`src/design/b64e_pkg.sv`:
```
// Shared types, constants and the character table for the line-wrapped base64 encoder.
// No dependencies; every module of the block imports this package.
package b64e_pkg;

   localparam int QueueDepth = 4;
   localparam int QueuePtrW  = $clog2(QueueDepth);
   localparam int QueueCntW  = $clog2(QueueDepth + 1);

   localparam logic [7:0] NewlineChar = 8'h0A;
   localparam logic [7:0] PadChar     = 8'h3D;

   // Configuration register indexes
   localparam logic CsrWrapEnable    = 1'b0;
   localparam logic CsrGroupsPerLine = 1'b1;

   localparam logic [5:0] GroupsPerLineReset = 6'd16;

   // Character index of the optional newline within a group's output
   localparam logic [2:0] NewlineSlot = 3'd4;
   localparam logic [2:0] LastPadSlot = 3'd3;

   // One encoded group, handed from front to back
   typedef struct packed {
      logic [23:0] word;     // first byte in the top, zero-filled
      logic [1:0]  nbytes;   // real bytes in the group, 1 to 3
      logic        newline;  // append a newline after the four characters
      logic        last;     // group closes the message
   } group_cmd_type;

   // Map a six-bit value to its base64 alphabet character
   function automatic logic [7:0] b64_char(input logic [5:0] sextet);
      logic [7:0] ext;
      ext = {2'b00, sextet};
      if (sextet < 6'd26)       b64_char = 8'h41 + ext;
      else if (sextet < 6'd52)  b64_char = 8'h61 + (ext - 8'd26);
      else if (sextet < 6'd62)  b64_char = 8'h30 + (ext - 8'd52);
      else if (sextet == 6'd62) b64_char = 8'h2B;
      else                      b64_char = 8'h2F;
   endfunction

endpackage

```
`src/design/b64e_front.sv`:
```
// Front end: accepts bytes, gathers groups of three and keeps the line count.
// Depends on b64e_pkg for the group command type.
module b64e_front (
   input  logic                   clock,
   input  logic                   reset,
   input  logic                   byte_valid,
   input  logic [7:0]             data_byte,
   input  logic                   last_byte,
   output logic                   byte_ready,
   input  logic                   wrap_enable,
   input  logic [5:0]             groups_per_line,
   input  logic                   queue_full,
   output logic                   push,
   output b64e_pkg::group_cmd_type cmd
);
   import b64e_pkg::*;

   logic [15:0] held_ff, held_in;
   logic [1:0]  bic_ff, bic_in;
   logic [5:0]  gil_ff, gil_in;

   logic        accept;
   logic [1:0]  count;
   logic [5:0]  gil_next;
   logic        line_full;

   assign byte_ready = !queue_full;
   assign accept     = byte_valid && byte_ready;
   assign count      = (bic_ff == 2'd3) ? 2'd3 : bic_ff + 2'd1;
   assign gil_next   = gil_ff + 6'd1;
   assign line_full  = (gil_next == groups_per_line);

   always_comb begin
      push        = accept && (count == 2'd3 || last_byte);
      cmd.nbytes  = count;
      cmd.last    = last_byte;
      case (count)
         2'd1:    cmd.word = {data_byte, 16'h0000};
         2'd2:    cmd.word = {held_ff[7:0], data_byte, 8'h00};
         default: cmd.word = {held_ff, data_byte};
      endcase
      if (line_full) cmd.newline = wrap_enable;
      else           cmd.newline = last_byte && wrap_enable && (gil_next != 6'd0);

      held_in = held_ff;
      bic_in  = bic_ff;
      gil_in  = gil_ff;
      if (accept) begin
         if (push) begin
            held_in = 16'h0000;
            bic_in  = 2'd0;
            gil_in  = (line_full || last_byte) ? 6'd0 : gil_next;
         end else begin
            held_in = {held_ff[7:0], data_byte};
            bic_in  = count;
         end
      end
   end

   always_ff @(posedge clock) begin
      if (reset) begin
         held_ff <= 16'h0000;
         bic_ff  <= 2'd0;
         gil_ff  <= 6'd0;
      end else begin
         held_ff <= held_in;
         bic_ff  <= bic_in;
         gil_ff  <= gil_in;
      end
   end

endmodule

```
`src/design/b64e_queue.sv`:
```
// Short queue of group commands between front and back.
// Depends on b64e_pkg for the command type and the queue depth.
module b64e_queue (
   input  logic                   clock,
   input  logic                   reset,
   input  logic                   push,
   input  b64e_pkg::group_cmd_type push_cmd,
   output logic                   full,
   input  logic                   pop,
   output logic                   empty,
   output b64e_pkg::group_cmd_type head_cmd
);
   import b64e_pkg::*;

   group_cmd_type           slot_ff [QueueDepth];
   logic [QueuePtrW-1:0]    wr_ptr_ff, rd_ptr_ff;
   logic [QueueCntW-1:0]    cnt_ff, cnt_in;

   assign full     = (cnt_ff == QueueCntW'(QueueDepth));
   assign empty    = (cnt_ff == '0);
   assign head_cmd = slot_ff[rd_ptr_ff];

   always_comb begin
      cnt_in = cnt_ff;
      if (push && !pop)      cnt_in = cnt_ff + 1'b1;
      else if (pop && !push) cnt_in = cnt_ff - 1'b1;
   end

   always_ff @(posedge clock) begin
      if (push) slot_ff[wr_ptr_ff] <= push_cmd;
   end

   // Depth is a power of two, so the pointers wrap by overflow
   always_ff @(posedge clock) begin
      if (reset) begin
         wr_ptr_ff <= '0;
         rd_ptr_ff <= '0;
         cnt_ff    <= '0;
      end else begin
         if (push) wr_ptr_ff <= wr_ptr_ff + 1'b1;
         if (pop)  rd_ptr_ff <= rd_ptr_ff + 1'b1;
         cnt_ff <= cnt_in;
      end
   end

   a_no_overflow: assert property (@(posedge clock) disable iff (reset)
      !(push && full && !pop))
      else $error("group queue written while full");

   a_no_underflow: assert property (@(posedge clock) disable iff (reset)
      !(pop && empty))
      else $error("group queue read while empty");

endmodule

```
`src/design/b64e_back.sv`:
```
// Back end: serialises each group command into characters, one per cycle while char_ready is high.
// Depends on b64e_pkg for the command type and the alphabet function.
module b64e_back (
   input  logic                   clock,
   input  logic                   reset,
   input  logic                   queue_empty,
   input  b64e_pkg::group_cmd_type head_cmd,
   output logic                   pop,
   output logic                   char_valid,
   input  logic                   char_ready,
   output logic [7:0]             out_char,
   output logic                   last_char
);
   import b64e_pkg::*;

   logic [2:0] idx_ff, idx_in;
   logic       valid_ff, valid_in;
   logic [7:0] char_ff, char_in;
   logic       last_ff, last_in;

   logic       load;
   logic       final_slot;
   logic [5:0] sextet;

   assign load       = !queue_empty && (!valid_ff || char_ready);
   assign final_slot = head_cmd.newline ? (idx_ff == NewlineSlot) : (idx_ff == LastPadSlot);
   assign pop        = load && final_slot;

   always_comb begin
      case (idx_ff[1:0])
         2'd0:    sextet = head_cmd.word[23:18];
         2'd1:    sextet = head_cmd.word[17:12];
         2'd2:    sextet = head_cmd.word[11:6];
         default: sextet = head_cmd.word[5:0];
      endcase

      if (idx_ff == NewlineSlot)                char_in = NewlineChar;
      else if (idx_ff > {1'b0, head_cmd.nbytes}) char_in = PadChar;
      else                                       char_in = b64_char(sextet);

      last_in  = load ? (final_slot && head_cmd.last) : last_ff;
      if (!load) char_in = char_ff;

      valid_in = load || (valid_ff && !char_ready);
      idx_in   = idx_ff;
      if (load) idx_in = final_slot ? 3'd0 : idx_ff + 3'd1;
   end

   always_ff @(posedge clock) begin
      char_ff <= char_in;
      last_ff <= last_in;
   end

   always_ff @(posedge clock) begin
      if (reset) begin
         valid_ff <= 1'b0;
         idx_ff   <= 3'd0;
      end else begin
         valid_ff <= valid_in;
         idx_ff   <= idx_in;
      end
   end

   assign char_valid = valid_ff;
   assign out_char   = char_ff;
   assign last_char  = last_ff;

   a_idx_range: assert property (@(posedge clock) disable iff (reset)
      idx_ff <= NewlineSlot)
      else $error("character slot out of range");

   a_pop_restarts: assert property (@(posedge clock) disable iff (reset)
      pop |=> (idx_ff == 3'd0))
      else $error("slot counter not cleared after a group");

endmodule

```
`src/design/base64_line_wrapped_encoder_top.sv`:
```
// Top level of the line-wrapped base64 encoder: configuration registers and wiring.
// Depends on b64e_pkg, b64e_front, b64e_queue and b64e_back.
//
// Bytes enter on the req_ stream, one beat per byte, with req_tlast on the final byte of
// a message; characters leave on the rsp_ stream, one beat per character, with rsp_tlast on
// the final character. Each group of three bytes yields four characters, plus a newline
// when a line fills (and a closing newline after a partial last line) while wrapping is
// enabled; a short last group is padded with '='. The front end takes a byte in every
// cycle while the four-entry group queue has room, so a burst of up to about a dozen bytes
// goes in at full speed; the sustained rate is set by the output port, which sends one
// character per cycle while rsp_tready is high: four or five characters per three bytes.
// The output register holds the current character while rsp_tready is low and is reloaded
// in the cycle it is taken, so characters leave back to back while rsp_tready stays high.
// Configuration is written through the csr_ port (index 0: wrap enable, index 1: groups
// per line, where 0 means 64) and must only be written while the block is idle; writes are
// always taken at once.
module base64_line_wrapped_encoder_top (
   input  logic       clock,
   input  logic       reset,
   // byte input
   input  logic       req_tvalid,
   output logic       req_tready,
   input  logic [7:0] req_tdata,   // [7:0] data_byte
   input  logic       req_tlast,   // last_byte
   // character output
   output logic       rsp_tvalid,
   input  logic       rsp_tready,
   output logic [7:0] rsp_tdata,   // [7:0] out_char
   output logic       rsp_tlast,   // last_char
   // configuration writes
   input  logic       csr_valid,
   output logic       csr_ready,
   input  logic       csr_index,
   input  logic [5:0] csr_data
);
   import b64e_pkg::*;

   logic          wrap_ff;
   logic [5:0]    gpl_ff;

   logic          queue_full, queue_empty;
   logic          push, pop;
   group_cmd_type push_cmd, head_cmd;

   // Take every configuration beat at once
   assign csr_ready = 1'b1;

   always_ff @(posedge clock) begin
      if (reset) begin
         wrap_ff <= 1'b1;
         gpl_ff  <= GroupsPerLineReset;
      end else if (csr_valid) begin
         unique case (csr_index)
            CsrWrapEnable:    wrap_ff <= csr_data[0];
            CsrGroupsPerLine: gpl_ff  <= csr_data;
            default:          wrap_ff <= wrap_ff;
         endcase
      end
   end

   // Gather bytes into groups and decide where newlines go
   b64e_front u_front (
      .clock           (clock),
      .reset           (reset),
      .byte_valid      (req_tvalid),
      .data_byte       (req_tdata),
      .last_byte       (req_tlast),
      .byte_ready      (req_tready),
      .wrap_enable     (wrap_ff),
      .groups_per_line (gpl_ff),
      .queue_full      (queue_full),
      .push            (push),
      .cmd             (push_cmd)
   );

   // Hold finished groups so the two sides stall independently
   b64e_queue u_queue (
      .clock    (clock),
      .reset    (reset),
      .push     (push),
      .push_cmd (push_cmd),
      .full     (queue_full),
      .pop      (pop),
      .empty    (queue_empty),
      .head_cmd (head_cmd)
   );

   // Send the characters of the head group, one beat per cycle while rsp_tready is high
   b64e_back u_back (
      .clock       (clock),
      .reset       (reset),
      .queue_empty (queue_empty),
      .head_cmd    (head_cmd),
      .pop         (pop),
      .char_valid  (rsp_tvalid),
      .char_ready  (rsp_tready),
      .out_char    (rsp_tdata),
      .last_char   (rsp_tlast)
   );

endmodule

```
`config.mk`:
```
export PLATFORM = sky130hd
export DESIGN_NAME = base64_line_wrapped_encoder_top
export DESIGN_NICKNAME = d
export VERILOG_FILES = /design/src/design/b64e_pkg.sv /design/src/design/b64e_front.sv /design/src/design/b64e_queue.sv /design/src/design/b64e_back.sv /design/src/design/base64_line_wrapped_encoder_top.sv
export SDC_FILE = /design/constraint.sdc
export NUM_CORES = 1
export LEC_CHECK = 0
export BUFFER_PORTS_ARGS = -buffer_cell sky130_fd_sc_hd__buf_2
export CAP_MARGIN = 20
export CORE_MARGIN = 4
export CORE_UTILIZATION = 45
export CTS_CLUSTER_SIZE = 40
export DETAILED_ROUTE_END_ITERATION = 7
export SKIP_CTS_REPAIR_TIMING = 1
export SLEW_MARGIN = 10
export SYNTH_ARGS = -nofsm -noshare
export SYNTH_HDL_FRONTEND = slang
export SYNTH_SLANG_ARGS = --single-unit
```
`constraint.sdc`:
```
create_clock -name clock -period 5.41 [get_ports clock]
set_clock_uncertainty 0.2 [all_clocks]
set_input_delay 1.082 -clock clock [delete_from_list [all_inputs] [get_ports clock]]
set_output_delay 1.082 -clock clock [all_outputs]
set_load 0.02 [all_outputs]
```
Word level (Yosys, flattened, before mapping)
Memories as Yosys holds them, arrays and structs flattened. A register that Yosys moved wholly into a read port is not among the register bits. Index checks and enable logic that the tools add are counted.

Muxes and demuxes: 20. Bitwise gates (word level): 1. Order comparisons: 4. Add/sub/neg operators: 12. Reduce and logical (&&, ||, !) cells: 28. Eq/ne operators: 11.

Operators by type and width (number): $pmux 24 s2 (1); $mux 8 (3); $pmux 6 s3 (1); $mux 16 (1); $lt 6x6->1 const B (2); $mux 3 (4); $mux 6 (2); $logic_and 1x1->1 (10); $add 6x8->8 const A (1); $add 7x6->8 const A (1); $add 7x8->8 const A (1); $eq 2x2->1 const B (4); $mux 2 (4); $sub 6x5->7 const B (1); $sub 6x6->7 const B (1); $add 2x1->2 const B (3); $add 3x1->3 const B (2); $add 6x1->6 const B (1); $eq 3x3->1 const B (2); $eq 6x6->1 (1); $eq 6x6->1 const B (1); $logic_not 1->1 (6); $lt 6x5->1 const B (1); $reduce_and 2->1 (3); 12 further kinds (19).

Output and inout bits: 12. Logic and storage cells: 90. Register bits: 51. Bits in writable memories: 112. Memories: 1.

Memory list: u_queue.slot_ff (depth 4, bits a word 28, read ports 1, clocked after memory_dff 1, wr ports 1, RTL line b64e_queue.sv:15) `group_cmd_type slot_ff [QueueDepth];`.

Logic depth before layout (Yosys ltp)
Depth after elaboration: 9. Depth in mapped cells: 14. Mapped depth without buffers: 12.

Modules after synthesis
A second synthesis with hierarchy kept.

Cell total of the unflattened synthesis: 567. Area total of the unflattened synthesis: 7649.8 sq um.

Modules (own cells, without submodules): b64e_queue (area each 4519.3 sq um, instances 1, seq. area each 3543.4 sq um, cells each 190); b64e_front (area each 1435.1 sq um, instances 1, seq. area each 480.5 sq um, cells each 177); b64e_back (area each 1367.6 sq um, instances 1, seq. area each 350.3 sq um, cells each 166); base64_line_wrapped_encoder_top (area each 327.8 sq um, instances 1, seq. area each 140.1 sq um, cells each 34).

Worst setup path after synthesis
No wires, ideal clock.

Kind: reg2reg. Start: reg (tool-made name). End: reg u_queue.cnt_ff[2]. Library setup time: 70 ps. Arrival: 2923 ps. Path buffers: 3. Required time: 5140 ps. Clock period less this slack: 3193 ps. Setup slack: 2217 ps. Stages on the path, launching flop included: 14. Cell sequence: dfxtp_1 > buf_6 > buf_4 > buf_6 > mux4_2 > mux2i_1 > nor2_1 > inv_1 > ha_1 > inv_1 > fa_1 > xor2_1 > or3_1 > a21oi_1.

RTL lines: end signal, assigned (RTL line b64e_queue.sv:42) `cnt_ff <= cnt_in;`; end, declared (RTL line b64e_queue.sv:17) `logic [QueueCntW-1:0] cnt_ff, cnt_in;`.

==> impl_results.md <==
- Clock sink total: 165
- Nets: 650
- PwrDens: 385 mW/mm^2
- Die extent in y: 137 microns
- Top area cells in the synthesized netlist: edfxtp_1, dfxtp_1, mux4_2
- DRT iter0 DRCs: 297
- Largest family of logic cells by synthesized area: multiplexers
- Final setup fails: 0
- Overall Power: 3.22 mW
- DR vias: 4557
- CTS tree: built
- R2R Setup Slk: 1.46 ns
- Peak supply drop: 0.000254 V
- Rel. slew slack: 0.375
- Setup TNS Final: 0 ns
- Worst-Skew Late Latency: 0.42 ns
- Yosys cell types: 62
- Cell Rows: 46
- Clk root buf: clkbuf_16
- Least-Margin Pin Slew: 0.936 ns
- Initial antenna violation count: 0
- Min-delay src: u_front.held_ff[13]$_SDFFE_PP0P_
- GPL Wtd Cong: 0.861
- Buffers on Ports: 31
- Synth warn: 0
- EDFF count, synth: 121
- Status: complete, no violations
- Layout cells sized above 1: 0.179
- Largest net degree at the start of global routing: 38
- Synth top area share: 0.484
- Synth Area in XOR/XNOR: 0.0257
- Critical Path End Type: flop
- Wire length of the first global-routing pass: 24600 microns
- Syn Std Cell Area: 0.00750 sq mm
- Antenna cells: 0
- Number of synthesized register bits: 165
- Max Fanout on Critical Path: 16
- Commonest non-fill, non-tap cell in the layout: edfxtp_1
- Avg Synthesized Cell Area: 12.9 sq um
- Total global routing overflow: 0
- Total Routing Usage GR: 0.175
- Pleak: 2.93 nW
- Most frequent cells in the layout: edfxtp_1, nand2_1, dfxtp_1
- Die area: 0.0188 sq mm
- Hold Path Depth: 2
- Slew Viols, Final: 0
- Area share of fa/ha/maj cells after synthesis: 0.0377
- Post-synthesis simple-gate area fraction: 0.100
- Mux cell area share after synthesis: 0.101
- DRC violations left: 0
- # IOs: 33
- Post-Synthesis Cells: 582
- DR WL/cell: 18.4 microns
- Die W: 137 microns
- Vias per cell: 5.45
- Yosys top cell by area: edfxtp_1
- Primary FF master, synth: edfxtp_1
- Unrepaired setup endpoints after global routing: false
- Sequential fraction of the synthesis area: 0.602
- CTS H-tree lvls: 4
- Syn nets: 625
- FF-to-FF path depth: 8
- Worst-path clk slew: 0.06 ns
- Vias in the first global route: 4570
- Initial Utilization: 0.466
- WL final: 15300 microns
- Asr flop ratio synth: 0
- Cts bufs inserted: 17
- Crit Path Category: reg2reg
- Crit path launch type: flop
- Layout area overhead: 11.5%
- Worst EP arrival: 3.92 ns
- Maxcap violations: 0
- Reg-to-reg endpoint: u_back.out_char[1]$_SDFFCE_PP1P_
- Hold Crit Class: reg2reg
- Drt pass-1 iters: 5
- CTS max path bufs: 2
- Final period util: 0.731
- DRT antenna net count: 0
- Fmax: 253 MHz
- Count of final hold-check violations: 0
- WHS Endpoint: u_front.held_ff[13]$_SDFFE_PP0P_
- Post-DP HPWL: 10400 microns
- Synth Area in Compound Gates: 0.101
- Critical path required time: 5.37 ns
- Min Tclk post-route: 3.95 ns
- Core outline area: 0.0161 sq mm
## metal layers
layer / global-route usage / part of all wire / vias to the layer above
li1: - / - / 2204
met1: 0.244 / 0.47 / 2251
met2: 0.274 / 0.47 / 79
met3: 0.0401 / 0.039 / 23
met4: 0.0538 / 0.017 / 0
met5: 0 / 0 / -
## layout make-up
type | count | area, sq um
Fill cell | 1403 | 7750
Sequential cell | 165 | 4510
Multi-Input combinational cell | 367 | 2750
Clock buffer | 19 | 433
Tap cell | 216 | 270
Timing Repair Buffer | 35 | 185
Clock inverter | 13 | 133
Inverter | 21 | 78.8
## power breakdown
group / internal [mW] / switching (mW)
Sequential: 1.44 / 0.0308
Clock: 0.677 / 0.477
Combinational: 0.227 / 0.360
## worst max-delay path: stages, from the launching register on
cell     delay, ns
dfxtp_1       0.87
buf_4         0.40
mux4_2        0.53
a221o_1       0.36
o32a_1        0.46
and4_1        0.28
or2_2         0.30
a31oi_1       0.18
o21ai_0       0.10
## cell usage after synthesis (all sizes together) (2+ instances only)
cell type	count
o21ai	20
a31o	3
buf	11
a21o	2
xnor2	14
dfxtp	44
nand2	64
nor2	26
and3	2
a31oi	10
mux4	18
ha	21
a22o	14
o211ai	2
or3	2
mux2i	13
o22ai	2
nand3	14
a211o	2
nand2b	2
edfxtp	121
a222oi	3
clkbuf	18
inv	20
or2	5
a22oi	2
o21a	2
xor2	8
mux2	19
nor2b	11
a21oi	38
nor3	9
and2	18
## how the worst max path moves through the flow
stage	from	to	slack (ns)	cells after the start
after floorplan	flop	u_queue.cnt_ff[2]$_SDFFE_PP0P_	2.22	13
after global placement	flop	u_back.out_char[1]$_SDFFCE_PP1P_	1.49	8
after detailed placement	flop	u_back.out_char[1]$_SDFFCE_PP1P_	1.44	8
after CTS	flop	u_back.out_char[1]$_SDFFCE_PP1P_	1.42	8
after global routing	flop	u_back.out_char[1]$_SDFFCE_PP1P_	1.20	8
final	flop	u_back.out_char[1]$_SDFFCE_PP1P_	1.46	8
## cell families (layout without fill, tap and decap cells)
| logic type | after synthesis | count (layout) |
|---|---|---|
| AOI/OAI and AO/OA | 113 | 113 |
| xor gates and xnor gates | 22 | 22 |
| adders and majority gates | 22 | 22 |
| buffers and inverters | 50 | 88 |
| DFF | 165 | 165 |
| muxes | 50 | 50 |
| other | 1 | 1 |
| and+or+nand+nor | 159 | 159 |
## state kept, by name (all words and copies together), names as in the netlist, 3 cells and up, named ones only
name / flops
u_queue.slot_ff: 112
u_front.held_ff: 16
u_back.out_char: 8
gpl_ff: 6
u_front.gil_ff: 6
u_back.idx_ff: 3
u_queue.cnt_ff: 3
## through the flow
step / util / std cells / cell area (sq um) / worst slack [ns] / hold WS [ns]
after floorplan: - / 582 / 7500 / 2.22 / 0.232
after global placement: 0.484 / 804 / 7800 / 1.49 / 0.241
after detailed placement: 0.484 / 804 / 7800 / 1.44 / 0.245
after CTS: 0.519 / 836 / 8370 / 1.42 / 0.258
after global routing: 0.519 / 836 / 8370 / 1.20 / 0.273
final: 0.519 / 836 / 8370 / 1.46 / 0.255
Note: power is estimated with default switching activity, not from simulation.
